[src/hdl/ifd_pkg.sv]
package ifd_pkg;

    localparam int unsigned HDR_BYTES   = 14;
    localparam int unsigned MAGIC_BYTES = 6;
    localparam logic [31:0] MAX_PAYLOAD_RESET = 32'd8388608;

    typedef enum logic [1:0] {
        PH_HEADER  = 2'd0,
        PH_PAYLOAD = 2'd1,
        PH_ERROR   = 2'd2
    } phase_t;

    typedef enum logic [2:0] {
        KIND_PAYLOAD   = 3'd0,
        KIND_EMPTY     = 3'd1,
        KIND_BAD_MAGIC = 3'd2,
        KIND_TOO_LONG  = 3'd3,
        KIND_REJECTED  = 3'd4
    } kind_t;

    typedef struct packed {
        kind_t       kind;
        logic [7:0]  payload_byte;
        logic [31:0] frame_type;
        logic        last_of_frame;
    } result_t;

    // Expected magic byte at a header position ("i3-ipc").
    function automatic logic [7:0] magic_byte(input logic [2:0] pos);
        logic [7:0] val;
        case (pos)
            3'd0:    val = 8'h69;
            3'd1:    val = 8'h33;
            3'd2:    val = 8'h2D;
            3'd3:    val = 8'h69;
            3'd4:    val = 8'h70;
            3'd5:    val = 8'h63;
            default: val = 8'h00;
        endcase
        return val;
    endfunction

endpackage

[src/hdl/ipc_frame_deframer.sv]
// Length-prefixed frame deframer.
// Input channel: in_valid / in_ready with byte_in, one stream byte per request.
// Output channel: out_valid / out_ready with kind, payload_byte, frame_type and
// last_of_frame, one result per request. Header bytes give no result; the 14th
// header byte gives an error or empty-frame result, or nothing when a payload
// follows. Every payload byte gives one result.
// Config: max_payload is written by cfg_wr_en / cfg_wr_data; write it only
// while the block is idle. A length is checked against it on the 14th byte.
// Each result is registered into the result register, or into the skid register
// when that is full. Throughput: one byte per cycle while in_ready is high; the
// frame state registers update in a single pass per byte, and a two-entry output
// buffer (result register plus skid register) decouples the sides.
// Receiver stall: the result register holds; one more result lands in the skid
// register, then in_ready drops until the receiver takes a result.
// Reset: rst_n clears the buffer, returns to the header phase, clears any
// sticky error and loads max_payload with 8 MiB.
module ipc_frame_deframer
    import ifd_pkg::*;
(
    input  logic        clk,
    input  logic        rst_n,
    input  logic        in_valid,
    output logic        in_ready,
    input  logic [7:0]  byte_in,
    output logic        out_valid,
    input  logic        out_ready,
    output logic [2:0]  kind,
    output logic [7:0]  payload_byte,
    output logic [31:0] frame_type,
    output logic        last_of_frame,
    input  logic        cfg_wr_en,
    input  logic [31:0] cfg_wr_data
);

    localparam logic [3:0] LAST_HDR_IDX = 4'(HDR_BYTES - 1);
    localparam logic [3:0] MAGIC_END    = 4'(MAGIC_BYTES);
    localparam logic [3:0] LEN_END      = 4'(MAGIC_BYTES + 4);

    // Frame state
    phase_t      phase_reg, phase_next;
    logic [3:0]  hdr_idx_reg, hdr_idx_next;
    logic        magic_good_reg, magic_good_next;
    logic [31:0] length_reg, length_next;
    logic [31:0] type_reg, type_next;
    logic [31:0] left_reg, left_next;
    logic [31:0] max_payload_reg;

    // Output buffer
    result_t     out_reg, out_next;
    logic        out_valid_reg, out_valid_next;
    result_t     skid_reg, skid_next;
    logic        skid_valid_reg, skid_valid_next;

    result_t     res;
    logic        res_valid;
    logic        accept;
    logic        take;
    logic [1:0]  lane;
    logic [31:0] type_acc;

    assign in_ready = !skid_valid_reg;
    assign accept   = in_valid && in_ready;
    assign take     = out_valid_reg && out_ready;

    // Byte lane within the length or type word.
    assign lane = 2'(hdr_idx_reg - MAGIC_END);

    always_ff @(posedge clk or negedge rst_n)
    begin
        if (!rst_n)
        begin
            max_payload_reg <= MAX_PAYLOAD_RESET;
        end
        else if (cfg_wr_en)
        begin
            max_payload_reg <= cfg_wr_data;
        end
    end

    always_ff @(posedge clk or negedge rst_n)
    begin
        if (!rst_n)
        begin
            phase_reg      <= PH_HEADER;
            hdr_idx_reg    <= '0;
            magic_good_reg <= 1'b1;
            length_reg     <= '0;
            type_reg       <= '0;
            left_reg       <= '0;
        end
        else if (accept)
        begin
            phase_reg      <= phase_next;
            hdr_idx_reg    <= hdr_idx_next;
            magic_good_reg <= magic_good_next;
            length_reg     <= length_next;
            type_reg       <= type_next;
            left_reg       <= left_next;
        end
    end

    // Per-byte frame logic: next state and the result this byte causes.
    always_comb
    begin
        phase_next      = phase_reg;
        hdr_idx_next    = hdr_idx_reg;
        magic_good_next = magic_good_reg;
        length_next     = length_reg;
        type_acc        = type_reg;
        left_next       = left_reg;
        res_valid       = 1'b0;
        res.kind          = KIND_REJECTED;
        res.payload_byte  = '0;
        res.last_of_frame = 1'b0;

        case (phase_reg)
            PH_HEADER:
            begin
                if (hdr_idx_reg < MAGIC_END)
                begin
                    if (byte_in != magic_byte(hdr_idx_reg[2:0]))
                    begin
                        magic_good_next = 1'b0;
                    end
                end
                else if (hdr_idx_reg < LEN_END)
                begin
                    length_next[8*lane +: 8] = byte_in;
                end
                else
                begin
                    type_acc[8*lane +: 8] = byte_in;
                end

                if (hdr_idx_reg != LAST_HDR_IDX)
                begin
                    hdr_idx_next = hdr_idx_reg + 4'd1;
                end
                else
                begin
                    hdr_idx_next = '0;
                    if (!magic_good_reg)
                    begin
                        phase_next = PH_ERROR;
                        res_valid  = 1'b1;
                        res.kind   = KIND_BAD_MAGIC;
                    end
                    else if (length_reg > max_payload_reg)
                    begin
                        phase_next = PH_ERROR;
                        res_valid  = 1'b1;
                        res.kind   = KIND_TOO_LONG;
                    end
                    else if (length_reg == '0)
                    begin
                        res_valid         = 1'b1;
                        res.kind          = KIND_EMPTY;
                        res.last_of_frame = 1'b1;
                    end
                    else
                    begin
                        phase_next = PH_PAYLOAD;
                        left_next  = length_reg;
                    end
                end
            end
            PH_PAYLOAD:
            begin
                res_valid         = 1'b1;
                res.kind          = KIND_PAYLOAD;
                res.payload_byte  = byte_in;
                res.last_of_frame = (left_reg <= 32'd1);
                left_next         = left_reg - 32'd1;
            end
            default:
            begin
                // Sticky error: reject every byte until reset.
                res_valid = 1'b1;
                res.kind  = KIND_REJECTED;
            end
        endcase

        res.frame_type = type_acc;
        type_next      = type_acc;

        // Frame done (empty frame or last payload byte): start a new header.
        if (res_valid && res.last_of_frame)
        begin
            phase_next      = PH_HEADER;
            hdr_idx_next    = '0;
            magic_good_next = 1'b1;
            length_next     = '0;
            type_next       = '0;
            left_next       = '0;
        end
    end

    // Output buffer: result register with a skid register behind it.
    always_comb
    begin
        out_next        = out_reg;
        out_valid_next  = out_valid_reg;
        skid_next       = skid_reg;
        skid_valid_next = skid_valid_reg;

        if (take)
        begin
            if (skid_valid_reg)
            begin
                out_next        = skid_reg;
                skid_valid_next = 1'b0;
            end
            else
            begin
                out_next       = res;
                out_valid_next = accept && res_valid;
            end
        end
        else if (accept && res_valid)
        begin
            if (!out_valid_reg)
            begin
                out_next       = res;
                out_valid_next = 1'b1;
            end
            else
            begin
                skid_next       = res;
                skid_valid_next = 1'b1;
            end
        end
    end

    always_ff @(posedge clk or negedge rst_n)
    begin
        if (!rst_n)
        begin
            out_valid_reg  <= 1'b0;
            skid_valid_reg <= 1'b0;
        end
        else
        begin
            out_valid_reg  <= out_valid_next;
            skid_valid_reg <= skid_valid_next;
        end
    end

    always_ff @(posedge clk)
    begin
        out_reg  <= out_next;
        skid_reg <= skid_next;
    end

    assign out_valid     = out_valid_reg;
    assign kind          = out_reg.kind;
    assign payload_byte  = out_reg.payload_byte;
    assign frame_type    = out_reg.frame_type;
    assign last_of_frame = out_reg.last_of_frame;

endmodule

[config.mk]
export PLATFORM = sky130hd
export DESIGN_NAME = ipc_frame_deframer
export DESIGN_NICKNAME = d
export VERILOG_FILES = /design/src/hdl/ifd_pkg.sv /design/src/hdl/ipc_frame_deframer.sv
export SDC_FILE = /design/constraint.sdc
export NUM_CORES = 1
export LEC_CHECK = 0
export BUFFER_PORTS_ARGS = -buffer_cell sky130_fd_sc_hd__buf_2
export CAP_MARGIN = 20
export CORE_ASPECT_RATIO = 2
export CORE_UTILIZATION = 65
export DETAILED_ROUTE_END_ITERATION = 6
export GPL_TIMING_DRIVEN = 0
export PLACE_DENSITY = 0.86
export SLEW_MARGIN = 20
export SYNTH_ARGS = -nofsm -noshare
export SYNTH_HDL_FRONTEND = slang
export SYNTH_SLANG_ARGS = --single-unit
[constraint.sdc]
create_clock -name clk -period 15.95 [get_ports clk]
set_clock_uncertainty 0.1 [all_clocks]
set_input_delay 0 -clock clk [delete_from_list [all_inputs] [get_ports clk]]
set_output_delay 0 -clock clk [all_outputs]
set_load 0.05 [all_outputs]
==> metrics.csv <==
stage,metric,value,unit
finish,number of flip-flops in the largest register,44,
hold_path,Min-Delay Path Class,input pin to register,
route,routed length per instance,22.87,um
sta,Worst Max-Slew Pin Slew,1.066,ns
clock_tree,post-CTS resize count,0,
yosys,Synth Flop Type,dfrtp_1,
sta,final hold viol count,0,
critical_path,Crit Reg-Reg Startpoint,length_reg[30]$_DFFE_PN0P_,
critical_path,crit-path max FO,26,
critical_path,Crit path max-delay family,compound AO/OA/AOI/OAI gates,
grt,global route total overflow,0,
run,MaxCap Viol Count,0,
route,Via density,6.680,
sta,Slew HR,0.2800,
yosys,"flops & latches, synth",225,
yosys,Syn Inst Count,1103,
hold_path,Hold Startpoint,cfg_wr_en,
hold_path,worst hold endpoint,max_payload_reg[28]$_DFFE_PN0P_,
power,Cell Pwr Density,118.5,mW/mm^2
placement,dpl hpwl,22.72,mm
sta,"Period Utilization, post-route",0.2934,
critical_path,RR Endpoint,frame_type[10]$_DFFE_PP_,
finish,# diodes,0,
placement,gpl congestion,0.9832,
finish,Finished Layout Cells,1474,
power,Max IR drop VDD,0.08873,mV
clock_tree,clock tree buffer depth,3,
die,chip height,187.0,um
critical_path,Crit path arrival time,4.79,ns
clock_tree,clock latency on the worst-skew pair,0.51,ns
die,Horiz. Die Dim,94.52,um
die,row cnt,67,
yosys,largest area contributor in the netlist,dfrtp_1,
clock_tree,cts hold-fix bufs,39,
critical_path,crit path launch type,register,
critical_path,critical path class,register to register,
clock_tree,CTS tree,done,
finish,most frequent cells in the layout,"135 x dfrtp_1, 118 x nand2_1, 98 x a21oi_1",
yosys,top post-synthesis cells by area,"dfrtp_1 30%, edfxtp_1 24%, ha_1 4.8%",
yosys,register area share after synthesis,0.5458,
yosys,mean post-synth cell area,10.09,sq um
grt,global-route wire length before repair,53.07,mm
placement,Area after DPL,0.01193,sq mm
grt,Global Route Usage Sum,0.3993,
yosys,syn_nets,1191,
power,Total Power,1.541,mW
route,remaining antenna violation count,0,
grt,vias in the first global route,10149,
critical_path,critical path's largest stage delay,0.93,ns
critical_path,reg2reg path depth,9,
critical_path,Crit. End Element,register,
clock_tree,Sink Count,225,
critical_path,r2r setup slk,11.27,ns
placement,Inst Count DP,1399,
finish,nets@finish,1341,
yosys,ys async rst share,0.6089,
clock_tree,Clock Tree Root,clkbuf_16,
route,drt drc,0,
clock_tree,setup bufs post-CTS,0,
die,Starting Density,0.6637,
yosys,"EDFF count, synth",88,
sta,min cycle time layout,4.679,ns
clock_tree,clock slew at reported path FFs,0.07,ns
route,final WL,33.71,mm
finish,Area Growth Syn to Fin,16.90,%
clock_tree,# H-tree levels,1,
power,Static Leak,5.763,nW
finish,final instance area,0.01301,sq mm
route,DRT iter0 DRCs,903,
die,num ports,91,
critical_path,CP required,16.06,ns
sta,Hold Slack,0.06009,ns
clock_tree,CTS buffer count,20,
placement,port buffer count,86,
sta,Slew Limit Fails,0,
yosys,Netlist cell types,57,
route,vias,9847,
die,core footprint,0.01677,sq mm
grt,antenna violations before repair,1,
yosys,top-area cell type share of the netlist area,0.3036,
critical_path,"critical path, cell by cell",ha_1 -> nand4_1 -> nor4_1 -> o21ai_0 -> a41oi_1 -> nor2_1 -> a221o_1 -> o21ai_4 -> buf_16,
finish,"commonest non-fill, non-tap cell in the layout",dfrtp_1,
route,drt pass-1 iters,5,
critical_path,CP max stage cell,a41oi_1,
finish,share of layout cells above drive strength 1,0.1223,
sta,RSZ-0062 raised after global routing,no,
grt,largest net degree at the start of global routing,100,
hold_path,Hold Crit Depth,4,
status,status,completed,
sta,total negative slack,0,ns
die,die area,0.01768,sq mm
critical_path,Worst Path Buf+Inv,1,
sta,Max Fclk,213.7,MHz
sta,Final setup viols,0,
yosys,Synth warnings,0,
yosys,Mapped Area,0.01113,sq mm
[worst max-delay path by stage]
stage / startpoint / slack, ns / to / depth (start not counted)
4_1_cts: length_reg[30]$_DFFE_PN0P_ / 11.46 / frame_type[17]$_DFFE_PP_ / 9
3_5_place_dp: length_reg[30]$_DFFE_PN0P_ / 11.49 / frame_type[6]$_DFFE_PP_ / 9
6_report: length_reg[30]$_DFFE_PN0P_ / 11.27 / frame_type[10]$_DFFE_PP_ / 9
3_3_place_gp: length_reg[30]$_DFFE_PN0P_ / 8.09 / frame_type[6]$_DFFE_PP_ / 8
2_1_floorplan: length_reg[30]$_DFFE_PN0P_ / 9.83 / frame_type[0]$_DFFE_PP_ / 8
5_1_grt: length_reg[30]$_DFFE_PN0P_ / 11.03 / frame_type[8]$_DFFE_PP_ / 9
[tightest hold or removal path, stage by stage]
cell and delay (ns):
clkbuf_1 0.20, clkbuf_1 0.26, nand2_1 0.10, o21ai_0 0.06
[logic make-up after synthesis]
logic type	count (synthesis)	synth area share
adder cells (fa/ha/maj)	43	0.04835
flip-flops	225	0.5458
multiplexers	15	0.01484
AO/OA/AOI/OAI	327	0.1928
buffers and inverters	146	0.05026
AND/OR/NAND/NOR	342	0.1440
XOR/XNOR	5	0.003935
[layout make-up]
type | instances | area, sq um
flip-flops and latches | 225 | 6073
multi-input cells | 732 | 4519
fillers | 1063 | 3757
repair buffers | 128 | 915.9
clock buffers | 26 | 575.6
inverters | 80 | 300.3
plain buffers | 66 | 259.0
well taps | 207 | 259.0
clock inverters | 10 | 106.4
[power breakdown]
part	switching, mW	leakage [nW]	internal (mW)	total, mW
combinational	0.261	2.76	0.0726	0.334
clock	0.222	0.332	0.289	0.511
sequential	0.0171	2.67	0.679	0.696
[metal layers]
metal / GRT usage / up-vias / share of wire / routed length (um)
met2: 0.6605 / 603 / 0.51 / 17080
met1: 0.4230 / 4720 / 0.32 / 10780
met3: 0.08537 / 209 / 0.077 / 2591
met5: 0 / - / 0.00039 / 13
met4: 0.3322 / 2 / 0.096 / 3240
li1: - / 4313 / - / -
[per-stage QoR]
step                worst slack [ns]  utilization
floorplan                      9.830            -
global placement               8.091       0.7049
detailed placement             11.49       0.7113
CTS                            11.46       0.7759
global route                   11.03       0.7759
finish                         11.27       0.7759
[Yosys cell counts, drive strengths merged (18+ instances only)]
| cell type | number |
|---|---|
| o31ai | 35 |
| nor4 | 25 |
| o2bb2ai | 30 |
| nor3 | 28 |
| nand2 | 118 |
| inv | 80 |
| a21oi | 98 |
| dfrtp | 135 |
| ha | 43 |
| o21ai | 75 |
| a22o | 33 |
| clkbuf | 58 |
| edfxtp | 88 |
| a22oi | 18 |
| nor2 | 98 |
Power figures use the tool's default switching activity.
